`src/rtl/nvrgb_pkg.sv`:
```
// ----------------------------------------------------------------------------
// nvrgb_pkg
// Shared types and constants of the nv12 quad to rgb32 converter: colour
// coefficients, configuration register indexes and the words that travel
// between the front end, the quad queue and the pixel back end.
// ----------------------------------------------------------------------------
package nvrgb_pkg;

	// register indexes on the configuration port
	localparam logic [1:0] CFG_FRAME_WIDTH  = 2'd0;
	localparam logic [1:0] CFG_FRAME_HEIGHT = 2'd1;
	localparam logic [1:0] CFG_QUARTER_MODE = 2'd2;

	localparam int CFG_W   = 13;
	localparam int IDX_W   = 24;
	localparam int TERM_W  = 26;
	localparam int YP_W    = 26;
	localparam int SUM_W   = 27;

	// bt.601 coefficients, 16 fractional bits
	localparam logic signed [17:0] K_Y  = 18'sd76309;
	localparam logic signed [17:0] K_RV = 18'sd104597;
	localparam logic signed [16:0] K_GU = 17'sd25675;
	localparam logic signed [17:0] K_GV = 18'sd53279;
	localparam logic signed [18:0] K_BU = 19'sd132201;

	// one quad on its way from the front end to the back end
	typedef struct packed {
		logic [IDX_W-1:0]         top_idx;
		logic [IDX_W-1:0]         bot_idx;
		logic [7:0]               luma_tl;
		logic [7:0]               luma_tr;
		logic [7:0]               luma_bl;
		logic [7:0]               luma_br;
		logic signed [TERM_W-1:0] cr;
		logic signed [TERM_W-1:0] cg;
		logic signed [TERM_W-1:0] cb;
		logic                     quarter;
	} quad_t;

	// one finished pixel word
	typedef struct packed {
		logic [IDX_W-1:0] idx;
		logic [7:0]       red;
		logic [7:0]       green;
		logic [7:0]       blue;
		logic             last;
	} pixel_t;

endpackage

```
`src/rtl/nvrgb_fifo.sv`:
```
// ----------------------------------------------------------------------------
// nvrgb_fifo
// Small synchronous fifo on flip-flops, first-word fall-through. Depth must
// be a power of two of at least two.
// ----------------------------------------------------------------------------
module nvrgb_fifo #(
	parameter int WIDTH = 8,
	parameter int DEPTH = 4
) (
	input  logic             clk,
	input  logic             arst_n,
	input  logic             push,
	input  logic [WIDTH-1:0] wdata,
	output logic             full,
	input  logic             pop,
	output logic [WIDTH-1:0] rdata,
	output logic             empty
);
	localparam int AW = $clog2(DEPTH);

	logic [WIDTH-1:0] mem_q [DEPTH];
	logic [AW:0]      wr_q;
	logic [AW:0]      rd_q;
	logic             do_push;
	logic             do_pop;

	assign empty   = (wr_q == rd_q);
	assign full    = (wr_q[AW] != rd_q[AW]) && (wr_q[AW-1:0] == rd_q[AW-1:0]);
	assign do_push = push && !full;
	assign do_pop  = pop && !empty;
	assign rdata   = mem_q[rd_q[AW-1:0]];

	always_ff @(posedge clk or negedge arst_n) begin
		if (!arst_n) begin
			wr_q <= '0;
			rd_q <= '0;
		end else begin
			if (do_push) begin
				wr_q <= wr_q + 1'b1;
			end
			if (do_pop) begin
				rd_q <= rd_q + 1'b1;
			end
		end
	end

	always_ff @(posedge clk) begin
		if (do_push) begin
			mem_q[wr_q[AW-1:0]] <= wdata;
		end
	end

endmodule

```
`src/rtl/nvrgb_front.sv`:
```
// ----------------------------------------------------------------------------
// nvrgb_front
// Front end: holds the frame configuration and the quad position, accepts
// quads, works out the top and bottom row base indexes and the chroma terms
// in three stages and hands each quad to the quad queue.
// ----------------------------------------------------------------------------
module nvrgb_front #(
	parameter int MAX_WIDTH  = 4096,
	parameter int MAX_HEIGHT = 4096
) (
	input  logic                        clk,
	input  logic                        arst_n,
	input  logic                        cfg_write_en,
	input  logic [1:0]                  cfg_index,
	input  logic [nvrgb_pkg::CFG_W-1:0] cfg_data,
	input  logic                        push,
	output logic                        full,
	input  logic [7:0]                  luma_top_left,
	input  logic [7:0]                  luma_top_right,
	input  logic [7:0]                  luma_bottom_left,
	input  logic [7:0]                  luma_bottom_right,
	input  logic [7:0]                  chroma_first,
	input  logic [7:0]                  chroma_second,
	output logic                        q_push,
	output nvrgb_pkg::quad_t            q_data,
	input  logic                        q_full
);
	import nvrgb_pkg::*;

	localparam int WD_W   = $clog2(MAX_WIDTH + 1);
	localparam int HT_W   = $clog2(MAX_HEIGHT + 1);
	localparam int COL_W  = $clog2(MAX_WIDTH);
	localparam int ROW_W  = $clog2(MAX_HEIGHT);
	localparam int PROD_W = WD_W + HT_W;

	// clamp to 2..maxv and force even
	function automatic logic [13:0] clamp_even(logic [CFG_W-1:0] v, logic [13:0] maxv);
		logic [13:0] r;
		r = {1'b0, v};
		if (r < 14'd2) begin
			r = 14'd2;
		end
		if (r > maxv) begin
			r = maxv;
		end
		return {r[13:1], 1'b0};
	endfunction

	localparam logic [WD_W-1:0] W_RST = WD_W'(clamp_even(13'd640, 14'(MAX_WIDTH)));
	localparam logic [HT_W-1:0] H_RST = HT_W'(clamp_even(13'd480, 14'(MAX_HEIGHT)));

	logic [WD_W-1:0]  w_q;
	logic [HT_W-1:0]  h_q;
	logic             quarter_q;
	logic [COL_W-1:0] col_q;
	logic [ROW_W-1:0] row_q;

	logic [WD_W-1:0] hw;
	logic [HT_W-1:0] hh;
	logic            adv;
	logic            accept;
	logic            wrap0;
	logic [WD_W-1:0] c_cur;
	logic [WD_W-1:0] c_inc;
	logic [HT_W-1:0] r_pre;
	logic [HT_W-1:0] q_cur;
	logic [HT_W-1:0] q_inc;

	// stage 1: position and raw samples
	logic             v_s1;
	logic [COL_W-1:0] c_s1;
	logic [ROW_W-1:0] q_s1;
	logic [7:0]       tl_s1, tr_s1, bl_s1, br_s1;
	logic signed [8:0] cv_s1, cu_s1;
	logic             quarter_s1;

	// stage 2: multiplier operands and chroma terms
	logic                     v_s2;
	logic [HT_W-1:0]          row_s2;
	logic [WD_W-1:0]          wsel_s2;
	logic [IDX_W-1:0]         col_s2;
	logic [IDX_W-1:0]         colm_s2;
	logic [7:0]               tl_s2, tr_s2, bl_s2, br_s2;
	logic signed [TERM_W-1:0] cr_s2, cg_s2, cb_s2;
	logic                     quarter_s2;

	// stage 3: row base product
	logic                     v_s3;
	logic [PROD_W-1:0]        prod_s3;
	logic [IDX_W-1:0]         col_s3;
	logic [IDX_W-1:0]         colm_s3;
	logic [7:0]               tl_s3, tr_s3, bl_s3, br_s3;
	logic signed [TERM_W-1:0] cr_s3, cg_s3, cb_s3;
	logic                     quarter_s3;

	assign hw     = w_q >> 1;
	assign hh     = h_q >> 1;
	assign adv    = !(v_s3 && q_full);
	assign full   = !adv;
	assign accept = push && adv;

	// column left out of frame by a size change wraps before use
	assign wrap0 = (WD_W'(col_q) >= hw);
	assign c_cur = wrap0 ? '0 : WD_W'(col_q);
	assign r_pre = HT_W'(row_q) + HT_W'(wrap0);
	assign q_cur = (r_pre >= hh) ? '0 : r_pre;
	assign c_inc = c_cur + 1'b1;
	assign q_inc = q_cur + 1'b1;

	always_ff @(posedge clk or negedge arst_n) begin
		if (!arst_n) begin
			w_q       <= W_RST;
			h_q       <= H_RST;
			quarter_q <= 1'b0;
			col_q     <= '0;
			row_q     <= '0;
			v_s1      <= 1'b0;
			v_s2      <= 1'b0;
			v_s3      <= 1'b0;
		end else begin
			if (cfg_write_en) begin
				case (cfg_index)
					CFG_FRAME_WIDTH: begin
						w_q <= WD_W'(clamp_even(cfg_data, 14'(MAX_WIDTH)));
					end
					CFG_FRAME_HEIGHT: begin
						h_q <= HT_W'(clamp_even(cfg_data, 14'(MAX_HEIGHT)));
					end
					CFG_QUARTER_MODE: begin
						quarter_q <= cfg_data[0];
					end
					default: begin
					end
				endcase
			end
			if (accept) begin
				if (c_inc >= hw) begin
					col_q <= '0;
					row_q <= (q_inc >= hh) ? '0 : ROW_W'(q_inc);
				end else begin
					col_q <= COL_W'(c_inc);
					row_q <= ROW_W'(q_cur);
				end
			end
			if (adv) begin
				v_s1 <= accept;
				v_s2 <= v_s1;
				v_s3 <= v_s2;
			end
		end
	end

	always_ff @(posedge clk) begin
		if (adv) begin
			c_s1       <= COL_W'(c_cur);
			q_s1       <= ROW_W'(q_cur);
			tl_s1      <= luma_top_left;
			tr_s1      <= luma_top_right;
			bl_s1      <= luma_bottom_left;
			br_s1      <= luma_bottom_right;
			// flipping the top bit and sign extending gives the byte minus 128
			cv_s1      <= {~chroma_first[7], ~chroma_first[7], chroma_first[6:0]};
			cu_s1      <= {~chroma_second[7], ~chroma_second[7], chroma_second[6:0]};
			quarter_s1 <= quarter_q;

			if (quarter_s1) begin
				row_s2  <= hh - 1'b1 - HT_W'(q_s1);
				wsel_s2 <= hw;
				col_s2  <= IDX_W'(c_s1);
				colm_s2 <= IDX_W'(c_s1) - IDX_W'(hw);
			end else begin
				row_s2  <= h_q - 1'b1 - (HT_W'(q_s1) << 1);
				wsel_s2 <= w_q;
				col_s2  <= IDX_W'(c_s1) << 1;
				colm_s2 <= (IDX_W'(c_s1) << 1) - IDX_W'(w_q);
			end
			tl_s2      <= tl_s1;
			tr_s2      <= tr_s1;
			bl_s2      <= bl_s1;
			br_s2      <= br_s1;
			cr_s2      <= K_RV * cv_s1;
			cg_s2      <= K_GU * cu_s1 + K_GV * cv_s1;
			cb_s2      <= K_BU * cu_s1;
			quarter_s2 <= quarter_s1;

			prod_s3    <= PROD_W'(row_s2) * PROD_W'(wsel_s2);
			col_s3     <= col_s2;
			colm_s3    <= colm_s2;
			tl_s3      <= tl_s2;
			tr_s3      <= tr_s2;
			bl_s3      <= bl_s2;
			br_s3      <= br_s2;
			cr_s3      <= cr_s2;
			cg_s3      <= cg_s2;
			cb_s3      <= cb_s2;
			quarter_s3 <= quarter_s2;
		end
	end

	assign q_push          = v_s3 && !q_full;
	assign q_data.top_idx  = IDX_W'(prod_s3) + col_s3;
	// bottom row sits one frame row below the top row in memory order
	assign q_data.bot_idx  = IDX_W'(prod_s3) + colm_s3;
	assign q_data.luma_tl  = tl_s3;
	assign q_data.luma_tr  = tr_s3;
	assign q_data.luma_bl  = bl_s3;
	assign q_data.luma_br  = br_s3;
	assign q_data.cr       = cr_s3;
	assign q_data.cg       = cg_s3;
	assign q_data.cb       = cb_s3;
	assign q_data.quarter  = quarter_s3;

endmodule

```
`src/rtl/nvrgb_back.sv`:
```
// ----------------------------------------------------------------------------
// nvrgb_back
// Back end: walks the pixels of the queue's head quad (top-left only in
// quarter mode), one a cycle while its small result fifo has room, scales
// luma, adds the chroma terms, shifts, clips and leaves the words there.
// ----------------------------------------------------------------------------
module nvrgb_back (
	input  logic                        clk,
	input  logic                        arst_n,
	input  nvrgb_pkg::quad_t            q_data,
	input  logic                        q_empty,
	output logic                        q_pop,
	input  logic                        pop,
	output logic                        empty,
	output logic [nvrgb_pkg::IDX_W-1:0] pixel_index,
	output logic [7:0]                  red,
	output logic [7:0]                  green,
	output logic [7:0]                  blue,
	output logic                        last_of_quad
);
	import nvrgb_pkg::*;

	function automatic logic [7:0] clip_shift(logic signed [SUM_W-1:0] s);
		logic [7:0] r;
		if (s[SUM_W-1]) begin
			r = 8'd0;
		end else if (|s[SUM_W-2:24]) begin
			r = 8'hff;
		end else begin
			r = s[23:16];
		end
		return r;
	endfunction

	logic [1:0] k_q;
	logic       adv;
	logic       issue;
	logic       last_now;
	logic [7:0] y_sel;
	logic [IDX_W-1:0] idx_sel;

	logic                     v_s1;
	logic [7:0]               y_s1;
	logic [IDX_W-1:0]         idx_s1;
	logic signed [TERM_W-1:0] cr_s1, cg_s1, cb_s1;
	logic                     last_s1;
	logic signed [8:0]        ym16;

	logic                     v_s2;
	logic signed [YP_W-1:0]   yp_s2;
	logic [IDX_W-1:0]         idx_s2;
	logic signed [TERM_W-1:0] cr_s2, cg_s2, cb_s2;
	logic                     last_s2;

	logic signed [SUM_W-1:0] r_sum, g_sum, b_sum;
	pixel_t                  px_in;
	pixel_t                  px_out;
	logic                    of_full;

	assign adv      = !(v_s2 && of_full);
	assign issue    = adv && !q_empty;
	assign last_now = q_data.quarter || (k_q == 2'd3);
	assign q_pop    = issue && last_now;

	// pixel order: top-left, bottom-left, top-right, bottom-right
	always_comb begin
		case (k_q)
			2'd0:    y_sel = q_data.luma_tl;
			2'd1:    y_sel = q_data.luma_bl;
			2'd2:    y_sel = q_data.luma_tr;
			default: y_sel = q_data.luma_br;
		endcase
	end
	assign idx_sel = (k_q[0] ? q_data.bot_idx : q_data.top_idx) + IDX_W'(k_q[1]);

	always_ff @(posedge clk or negedge arst_n) begin
		if (!arst_n) begin
			k_q  <= '0;
			v_s1 <= 1'b0;
			v_s2 <= 1'b0;
		end else begin
			if (issue) begin
				k_q <= last_now ? 2'd0 : k_q + 1'b1;
			end
			if (adv) begin
				v_s1 <= issue;
				v_s2 <= v_s1;
			end
		end
	end

	assign ym16 = signed'({1'b0, y_s1}) - 9'sd16;

	always_ff @(posedge clk) begin
		if (adv) begin
			y_s1    <= y_sel;
			idx_s1  <= idx_sel;
			cr_s1   <= q_data.cr;
			cg_s1   <= q_data.cg;
			cb_s1   <= q_data.cb;
			last_s1 <= last_now;

			yp_s2   <= K_Y * ym16;
			idx_s2  <= idx_s1;
			cr_s2   <= cr_s1;
			cg_s2   <= cg_s1;
			cb_s2   <= cb_s1;
			last_s2 <= last_s1;
		end
	end

	assign r_sum = SUM_W'(yp_s2) + SUM_W'(cr_s2);
	assign g_sum = SUM_W'(yp_s2) - SUM_W'(cg_s2);
	assign b_sum = SUM_W'(yp_s2) + SUM_W'(cb_s2);

	assign px_in.idx   = idx_s2;
	assign px_in.red   = clip_shift(r_sum);
	assign px_in.green = clip_shift(g_sum);
	assign px_in.blue  = clip_shift(b_sum);
	assign px_in.last  = last_s2;

	nvrgb_fifo #(
		.WIDTH ($bits(pixel_t)),
		.DEPTH (4)
	) u_result_fifo (
		.clk    (clk),
		.arst_n (arst_n),
		.push   (v_s2),
		.wdata  (px_in),
		.full   (of_full),
		.pop    (pop),
		.rdata  (px_out),
		.empty  (empty)
	);

	assign pixel_index  = px_out.idx;
	assign red          = px_out.red;
	assign green        = px_out.green;
	assign blue         = px_out.blue;
	assign last_of_quad = px_out.last;

endmodule

```
`src/rtl/nv12_to_rgb32_converter_core.sv`:
```
// ----------------------------------------------------------------------------
// nv12_to_rgb32_converter_core
// Converts 2x2 nv12 luma quads with their shared chroma pair into bt.601
// rgb pixels with bottom-up frame indexes.
// ----------------------------------------------------------------------------
// The result port carries one pixel word per cycle, so a quad yields four
// words in full mode and one word in quarter mode; the pixel sequencer of
// the back end, feeding that single result port, sets the pace. Quads are
// taken while earlier ones are still in flight: a three-stage front end
// (position, operands, row-base multiply) feeds a four-entry quad queue, and
// the two-stage back end feeds a four-word result fifo, so a new quad can be
// pushed every cycle until the queue fills. The user must write
// configuration only while nothing is in flight; the block does not
// enforce this. Width and height are clamped to 2..MAX_WIDTH and
// 2..MAX_HEIGHT and rounded down to even.
module nv12_to_rgb32_converter_core #(
	parameter int MAX_WIDTH  = 4096,
	parameter int MAX_HEIGHT = 4096
) (
	input  logic                        clk,
	input  logic                        arst_n,
	input  logic                        cfg_write_en,
	input  logic [1:0]                  cfg_index,
	input  logic [nvrgb_pkg::CFG_W-1:0] cfg_data,
	input  logic                        push,
	output logic                        full,
	input  logic [7:0]                  luma_top_left,
	input  logic [7:0]                  luma_top_right,
	input  logic [7:0]                  luma_bottom_left,
	input  logic [7:0]                  luma_bottom_right,
	input  logic [7:0]                  chroma_first,
	input  logic [7:0]                  chroma_second,
	input  logic                        pop,
	output logic                        empty,
	output logic [nvrgb_pkg::IDX_W-1:0] pixel_index,
	output logic [7:0]                  red,
	output logic [7:0]                  green,
	output logic [7:0]                  blue,
	output logic                        last_of_quad
);
	import nvrgb_pkg::*;

	logic  q_push;
	logic  q_full;
	logic  q_pop;
	logic  q_empty;
	quad_t q_wdata;
	quad_t q_rdata;

	nvrgb_front #(
		.MAX_WIDTH  (MAX_WIDTH),
		.MAX_HEIGHT (MAX_HEIGHT)
	) u_front (
		.clk               (clk),
		.arst_n            (arst_n),
		.cfg_write_en      (cfg_write_en),
		.cfg_index         (cfg_index),
		.cfg_data          (cfg_data),
		.push              (push),
		.full              (full),
		.luma_top_left     (luma_top_left),
		.luma_top_right    (luma_top_right),
		.luma_bottom_left  (luma_bottom_left),
		.luma_bottom_right (luma_bottom_right),
		.chroma_first      (chroma_first),
		.chroma_second     (chroma_second),
		.q_push            (q_push),
		.q_data            (q_wdata),
		.q_full            (q_full)
	);

	nvrgb_fifo #(
		.WIDTH ($bits(quad_t)),
		.DEPTH (4)
	) u_quad_queue (
		.clk    (clk),
		.arst_n (arst_n),
		.push   (q_push),
		.wdata  (q_wdata),
		.full   (q_full),
		.pop    (q_pop),
		.rdata  (q_rdata),
		.empty  (q_empty)
	);

	nvrgb_back u_back (
		.clk          (clk),
		.arst_n       (arst_n),
		.q_data       (q_rdata),
		.q_empty      (q_empty),
		.q_pop        (q_pop),
		.pop          (pop),
		.empty        (empty),
		.pixel_index  (pixel_index),
		.red          (red),
		.green        (green),
		.blue         (blue),
		.last_of_quad (last_of_quad)
	);

endmodule

```
`config.mk`:
```
export PLATFORM = sky130hd
export DESIGN_NAME = nv12_to_rgb32_converter_core
export DESIGN_NICKNAME = d
export VERILOG_FILES = /design/src/rtl/nvrgb_pkg.sv /design/src/rtl/nvrgb_fifo.sv /design/src/rtl/nvrgb_front.sv /design/src/rtl/nvrgb_back.sv /design/src/rtl/nv12_to_rgb32_converter_core.sv
export SDC_FILE = /design/constraint.sdc
export NUM_CORES = 2
export LEC_CHECK = 0
export BUFFER_PORTS_ARGS = -buffer_cell sky130_fd_sc_hd__buf_4
export CAP_MARGIN = 30
export CORE_AREA = 3 3 457 346
export CTS_CLUSTER_DIAMETER = 30
export DETAILED_ROUTE_END_ITERATION = 16
export DIE_AREA = 0 0 460 349
export MAX_ROUTING_LAYER = met4
export PLACE_DENSITY = 0.7
export SLEW_MARGIN = 15
export SYNTH_ARGS = -nofsm -noshare
export SYNTH_HDL_FRONTEND = slang
export SYNTH_SLANG_ARGS = --single-unit
```
`constraint.sdc`:
```
create_clock -name clk -period 13.8 [get_ports clk]
set_input_delay 2.76 -clock clk [delete_from_list [all_inputs] [get_ports clk]]
set_output_delay 2.76 -clock clk [all_outputs]
set_load 0.02 [all_outputs]
```
Word-level counts from Yosys, hierarchy flattened --
Memory sizes are Yosys's and may differ from the RTL's. Index checks and enable logic that the tools add are counted.
Operators by class: $add $sub $neg 22, $mul 6, divide/modulo/power cells 0, $lt $le $gt $ge 7, equality and inequality tests 11, shift operators 0, multiplexer cells 29, bitwise operators 2, reductions and logical operators 27
Operator list (number):
- two-way mux 12 bit | 6
- two-way mux 13 bit | 5
- two-way mux 14 bit | 4
- adder 26 x 26 -> 27 bit | 2
- adder 24 bit | 2
- two-way mux 24 bit | 2
- two-way mux 8 bit | 6
- greater-or-equal comparator 13 x 12 -> 1 bit | 3
- > comparator 14 x 13 -> 1 bit, second input constant | 2
- subtractor 26 x 26 -> 27 bit | 1
- adder 13 x 1 -> 13 bit, second input constant | 2
- adder 26 bit | 1
- multiplier 18 x 8 -> 26 bit, first input constant | 1
- multiplier 18 x 9 -> 26 bit, first input constant | 1
- multiplier 19 x 8 -> 26 bit, first input constant | 1
- multiplier 17 x 8 -> 25 bit, first input constant | 1
- adder 24 x 1 -> 24 bit | 1
- multiplier 13 x 13 -> 24 bit | 1
- multiplier 16 x 8 -> 24 bit, first input constant | 1
- one-hot mux 8 bit (3 select lines) | 1
- subtractor 13 x 13 -> 14 bit | 1
- adder 12 x 1 -> 13 bit | 1
- < comparator 13 x 2 -> 1 bit, second input constant | 1
- subtractor 12 x 1 -> 13 bit, second input constant | 1
- other kinds (22) | 56
Storage, ports and cells: flip-flop bits (word level) 749, latch bits 0, memory bits (writable) 832, ROM bits 0, output and inout bits 51, logic and storage cells 169, memories kept 2
Memory list:
- u_quad_queue.mem_q | words 4, width 159, rd ports 1, clocked after memory_dff 0, write ports 1, line nvrgb_fifo.sv:21 | logic [WIDTH-1:0] mem_q [DEPTH];
- u_back.u_result_fifo.mem_q | words 4, width 49, rd ports 1, clocked after memory_dff 0, write ports 1, line nvrgb_fifo.sv:21

Depth between registers and ports, before layout --
depth in word-level cells 8, depth in mapped cells 35

Hierarchy --
A second synthesis with hierarchy kept.
Second synthesis, totals: cell total of the unflattened synthesis 4996, area total of the unflattened synthesis 77017.6 um2
By module, submodules not included:
- nvrgb_front | instances 1, cells an instance 2816, area an instance 32748.9 um2
- nvrgb_fifo (u_quad_queue) | instances 1, cells an instance 879, area an instance 23406.2 um2
- nvrgb_back | instances 1, cells an instance 993, area an instance 13271.5 um2
- nvrgb_fifo (u_back.u_result_fifo) | instances 1, cells an instance 308, area an instance 7591.0 um2

Worst setup path before layout --
OpenSTA, ideal clock, no wires.
path kind register to output, from register u_quad_queue.rd_q[1], to output port full, arrival 11350 ps, data required time 11040 ps, path slack -310 ps, cell stages (with the launch flop) 9, path buffers 3, cells stage by stage dfrtp_1 buf_4 buf_4 buf_2 xnor2_1 nand2_1 nor2_1 nand2_1 inv_1
Between the ends: longest elaborated chain between the ends 3
Ends and longest elaborated chain:
- start, declared | line nvrgb_fifo.sv:23 | logic [AW:0] rd_q;
- start signal, assigned | line nvrgb_fifo.sv:42 | rd_q <= rd_q + 1'b1;
- equality test 2 bit | line nvrgb_fifo.sv:28 | assign full = (wr_q[AW] != rd_q[AW]) && (wr_q[AW-1:0] == rd_q[AW-1:0]);
- logical AND 1 bit | line nvrgb_fifo.sv:28
- logical AND 1 bit | line nvrgb_front.sv:98 | assign adv = !(v_s3 && q_full);
- end, declared | line nv12_to_rgb32_converter_core.sv:26 | output logic full,
No other way between the ends.

Worst setup path after layout --
from register u_front.w_q[11], to register u_front.row_q[0]
Between the ends: longest elaborated chain between the ends 8
Ends and longest elaborated chain:
- start, declared | line nvrgb_front.sv:52 | logic [WD_W-1:0] w_q;
- start signal, assigned | line nvrgb_front.sv:124 | w_q <= WD_W'(clamp_even(cfg_data, 14'(MAX_WIDTH)));
- greater-or-equal comparator 12 bit (*) | line nvrgb_front.sv:103 | assign wrap0 = (WD_W'(col_q) >= hw);
- adder 12 x 1 -> 13 bit (*) | line nvrgb_front.sv:105 | assign r_pre = HT_W'(row_q) + HT_W'(wrap0);
- greater-or-equal comparator 13 x 12 -> 1 bit | line nvrgb_front.sv:106 | assign q_cur = (r_pre >= hh) ? '0 : r_pre;
- two-way mux 13 bit (*) | line nvrgb_front.sv:106
- net u_front.q_cur[0] | line nvrgb_front.sv:66 | logic [HT_W-1:0] q_cur;
- adder 13 x 1 -> 13 bit | line nvrgb_front.sv:108 | assign q_inc = q_cur + 1'b1;
- greater-or-equal comparator 13 x 12 -> 1 bit | line nvrgb_front.sv:139 | row_q <= (q_inc >= hh) ? '0 : ROW_W'(q_inc);
- two-way mux 12 bit | line nvrgb_front.sv:139
- two-way mux 12 bit (*) | line nvrgb_front.sv:137 | if (c_inc >= hw) begin
- end signal, assigned | line nvrgb_front.sv:139
- end signal, assigned | line nvrgb_front.sv:142 | row_q <= ROW_W'(q_cur);
- end, declared | line nvrgb_front.sv:56 | logic [ROW_W-1:0] row_q;
Mark *: on every way through the listed nets, which the timed path passes. The rest lies on a longest branch. A chain may end at the register's enable or synchronous reset.

==> tab_implementation.tex <==
\begin{tabular}{lr}
\hline
Metric & Value \\
\hline
\multicolumn{2}{l}{\textbf{Status}} \\
Status & finished clean \\
\multicolumn{2}{l}{\textbf{Logic synthesis}} \\
Number of instances in the synthesized netlist & 5082 \\
Synth unique cells & 87 \\
Sequential share of the synthesized area & between 50 and 60\% \\
Share of async-settable or async-resettable flops after synthesis & approximately 4.4\% \\
Primary flip-flop cell chosen by synthesis mapping & sky130\_fd\_sc\_hd\_\_edfxtp\_1 \\
Post-synth EDFFs & around 1500 \\
Number of nets produced by synthesis & approximately 6000 \\
Synth Register Bits & roughly 1500 \\
Warnings, synthesis & 0 \\
Mapped Area & roughly 77000 µm² \\
Mapped Avg Cell Area & approximately 15 µm² \\
\multicolumn{2}{l}{\textbf{Floorplan}} \\
Die footprint & between 150000 and 200000 µm² \\
Std-Cell Rows & 125 \\
Die height & about 350 µm \\
DIE WIDTH & 460 µm \\
Top-level port count & $\sim$120 \\
Starting density of the core & between 40 and 50\% \\
Core Area & between 150000 and 200000 µm² \\
\multicolumn{2}{l}{\textbf{Timing}} \\
Final Hold Violating Endpoints & 0 \\
Worst Hold Margin & between 0.3 and 0.4 ns \\
Slew Limit Fails & 0 \\
Tightest Pin Transition & 1.23 ns \\
Clock period minus final worst setup slack & roughly 7.9 ns \\
Worst slew margin & 17.9\% \\
RSZ-0062 raised after global routing & no \\
Max Clock Freq & 0.127 GHz \\
Final-layout setup total negative slack & 0 ns \\
Final period utilization & 57.2\% \\
Number of setup violations in the final report & 0 \\
Post-route clock skew & $\sim$0.15 ns \\
Worst Setup Slack, final & about 5.9 ns \\
\multicolumn{2}{l}{\textbf{Drt}} \\
Via density per instance & about 5.5 \\
Total via count in the routed design & 41858 \\
Number of routed nets with antenna violations & 0 \\
Post-route DRC violation count & 0 \\
First DRT Iteration DRCs & about 3600 \\
Pre-Repair DR Iteration Count & 5 \\
Total length of routed wires & $\sim$160 mm \\
Avg WL per Cell & between 20 and 25 µm \\
\multicolumn{2}{l}{\textbf{Clock network}} \\
H-tree depth & 4 \\
Post-CTS sizing & 0 \\
Post-CTS Hold Fix Bufs & 0 \\
Number of buffers created by CTS & about 240 \\
Clock-pin slew on the worst setup and hold paths & approximately 0.060 ns \\
Clock network latency to the later pin of the worst-skew pair & roughly 0.9 ns \\
Clk sinks & 1539 \\
Cell chosen for the clock root & sky130\_fd\_sc\_hd\_\_clkbuf\_16 \\
Bufs on Longest Clock Path & 3 \\
Post CTS Setup Buffer Count & 0 \\
CTS tree & done \\
\multicolumn{2}{l}{\textbf{Finish}} \\
Post-route cell area & approximately 88000 µm² \\
Layout cells sized above 1 & between 10\% and 20\% \\
FF+latch area & 45900 µm² \\
Fillers & roughly 12000 \\
Total area of multi-input combinational cells & about 28000 µm² \\
P\&R area growth vs syn & 15.4\% \\
Final net count & around 6300 \\
\multicolumn{2}{l}{\textbf{Placed design}} \\
Port Buffer Count & 118 \\
Area of placed instances & between 70000 and 80000 µm² \\
Routability congestion estimate from global placement & around 0.87 \\
Place WS & roughly 5.8 ns \\
Sum of net half-perimeters after detailed placement & approximately 110 mm \\
\multicolumn{2}{l}{\textbf{Critical path}} \\
Reg-to-reg critical path startpoint & u\_front.w\_q[11] \\
Setup slack of the worst register-to-register path & $\sim$5.9 ns \\
Cell count of the worst reg-to-reg path & 32 \\
Category of the worst setup path capture point & flop \\
CP most frequent cell & sky130\_fd\_sc\_hd\_\_ha\_1 \\
Worst path required time & about 15 ns \\
Endpoint of the most critical register-to-register path & u\_front.row\_q[0] \\
Critical path fanouts, max & 15 \\
Slowest stage cell, crit path & sky130\_fd\_sc\_hd\_\_a311oi\_2 \\
CP peak stage delay & between 0.4 and 0.5 ns \\
Category of the worst setup path launch point & flop \\
Crit path arrival time & 8.63 ns \\
Critical path type & reg2reg \\
\multicolumn{2}{l}{\textbf{Worst hold path}} \\
Worst Hold End & u\_front.col\_s3[4] \\
Type of the tightest min-delay check & reg2reg \\
Startpoint of the worst hold path & u\_front.col\_s2[4] \\
Worst hold path depth & 0 \\
\multicolumn{2}{l}{\textbf{Global routing}} \\
Global-route total usage across every layer & between 20\% and 30\% \\
Global-route wire length before repair & between 200 and 250 mm \\
Largest net degree at the start of global routing & 190 \\
Initial antenna violation count & 6 \\
Via count of the first global-routing pass & between 40000 and 50000 \\
Final global-route overflow total & 0 \\
\multicolumn{2}{l}{\textbf{Run}} \\
Maxcap violations & 0 \\
\hline
\end{tabular}
per-stage QoR:
step	std cells	util, %
2_1_floorplan	5082	-
3_3_place_gp	7150	51.8
3_5_place_dp	7152	51.8
4_1_cts	7606	57.3
5_1_grt	7612	57.4
6_report	7612	57.4
cells in the final DEF (no fill, tap or decap), types with 55 or more instances in the layout:
cell,synthesis,routed
sky130_fd_sc_hd__a21oi_1,158,158
sky130_fd_sc_hd__buf_4,7,143
sky130_fd_sc_hd__o21ai_0,147,147
sky130_fd_sc_hd__edfxtp_1,1471,1471
sky130_fd_sc_hd__dfrtp_1,62,58
sky130_fd_sc_hd__inv_1,489,489
sky130_fd_sc_hd__and2_1,93,85
sky130_fd_sc_hd__nand2_1,316,314
sky130_fd_sc_hd__fa_1,224,224
sky130_fd_sc_hd__nor3_1,69,69
sky130_fd_sc_hd__xnor2_1,188,188
sky130_fd_sc_hd__nand3_1,73,73
sky130_fd_sc_hd__mux4_2,194,194
sky130_fd_sc_hd__xor2_1,75,75
sky130_fd_sc_hd__clkbuf_16,0,238
sky130_fd_sc_hd__ha_1,603,603
sky130_fd_sc_hd__nor2_1,199,199
sky130_fd_sc_hd__a21o_1,55,55
worst max-delay path, delay by kind of cell, from the launching register on:
family | cells | cell delay (ns)
buf+inv | 3 | 0.59
xor+xnor | 2 | 0.40
simple gates | 10 | 2.34
fa+ha+maj | 6 | 1.63
flops | 1 | 0.39
compound gates | 11 | 2.44
cell families (layout without fill, tap and decap cells):
kind of cell | count (synthesis) | after routing | synth area share [%]
flops | 1539 | 1539 | 59.8
simple gates | 937 | 937 | 5.86
fa+ha+maj | 827 | 827 | 15.7
compound gates | 652 | 652 | 5.57
buf+inv | 599 | 1096 | 3.07
mux | 265 | 265 | 6.96
xor+xnor | 263 | 263 | 3.00
other cells | 0 | 1 | 0
how the worst max path moves through the flow:
stage / from / to / cells after the start
after floorplan: u_quad_queue.rd_q[1] / full / 8
after global placement: u_front.w_q[11] / u_front.row_q[5] / 31
after detailed placement: u_front.w_q[11] / u_front.row_q[6] / 32
after CTS: u_front.w_q[11] / u_front.row_q[0] / 32
after global routing: u_front.w_q[9] / u_front.row_q[0] / 31
final: u_front.w_q[11] / u_front.row_q[0] / 32
layer usage:
layer / GRT usage [%] / vias up / share of wire, %
li1: - / 19632 / -
met1: 30.8 / 20841 / 48
met2: 29.3 / 1203 / 44
met3: 3.99 / 182 / 6.5
met4: 5.20 / 0 / 1.7
met5: - / - / 0
registers in the layout (all words and copies together), names as in the netlist, 26 cells and up:
signal	cells
u_back.cb_s2	26
u_front.cg_s2	26
u_quad_queue.mem_q	636
u_front.cb_s3	26
u_front.cr_s3	26
u_back.cr_s2	26
u_back.yp_s2	26
u_front.cg_s3	26
u_back.cb_s1	26
u_back.cg_s1	26
u_back.cr_s1	26
u_back.cg_s2	26
u_back.u_result_fifo.mem_q	196
u_front.cb_s2	26
u_front.cr_s2	26
area by class of cell:
| cell class | count | share of cell area, % |
|---|---|---|
| clock buffer | 255 | 6.82 |
| timing repair buffer | 153 | 1.44 |
| inverter | 489 | 2.07 |
| antenna | 1 | 0.00283 |
| clock inverter | 199 | 2.75 |
| sequential | 1539 | 51.9 |
| tap | 2032 | 2.87 |
| multi-input combinational | 2944 | 32.2 |
synth_stat cells (75+ instances only):
library cell               count  area (µm²)
sky130_fd_sc_hd__and2_1       93         582
sky130_fd_sc_hd__edfxtp_1   1471       44200
sky130_fd_sc_hd__xnor2_1     188        1650
sky130_fd_sc_hd__a21oi_1     158         791
sky130_fd_sc_hd__nand2_1     316        1190
sky130_fd_sc_hd__ha_1        603        7540
sky130_fd_sc_hd__mux4_2      194        4370
sky130_fd_sc_hd__fa_1        224        4480
sky130_fd_sc_hd__o21ai_0     147         736
sky130_fd_sc_hd__xor2_1       75         657
sky130_fd_sc_hd__nor2_1      199         747
sky130_fd_sc_hd__inv_1       489        1840
Power is left out: the tool's default activity adds up to more than one toggle a clock period on the data nets, which glitch-free logic cannot reach.
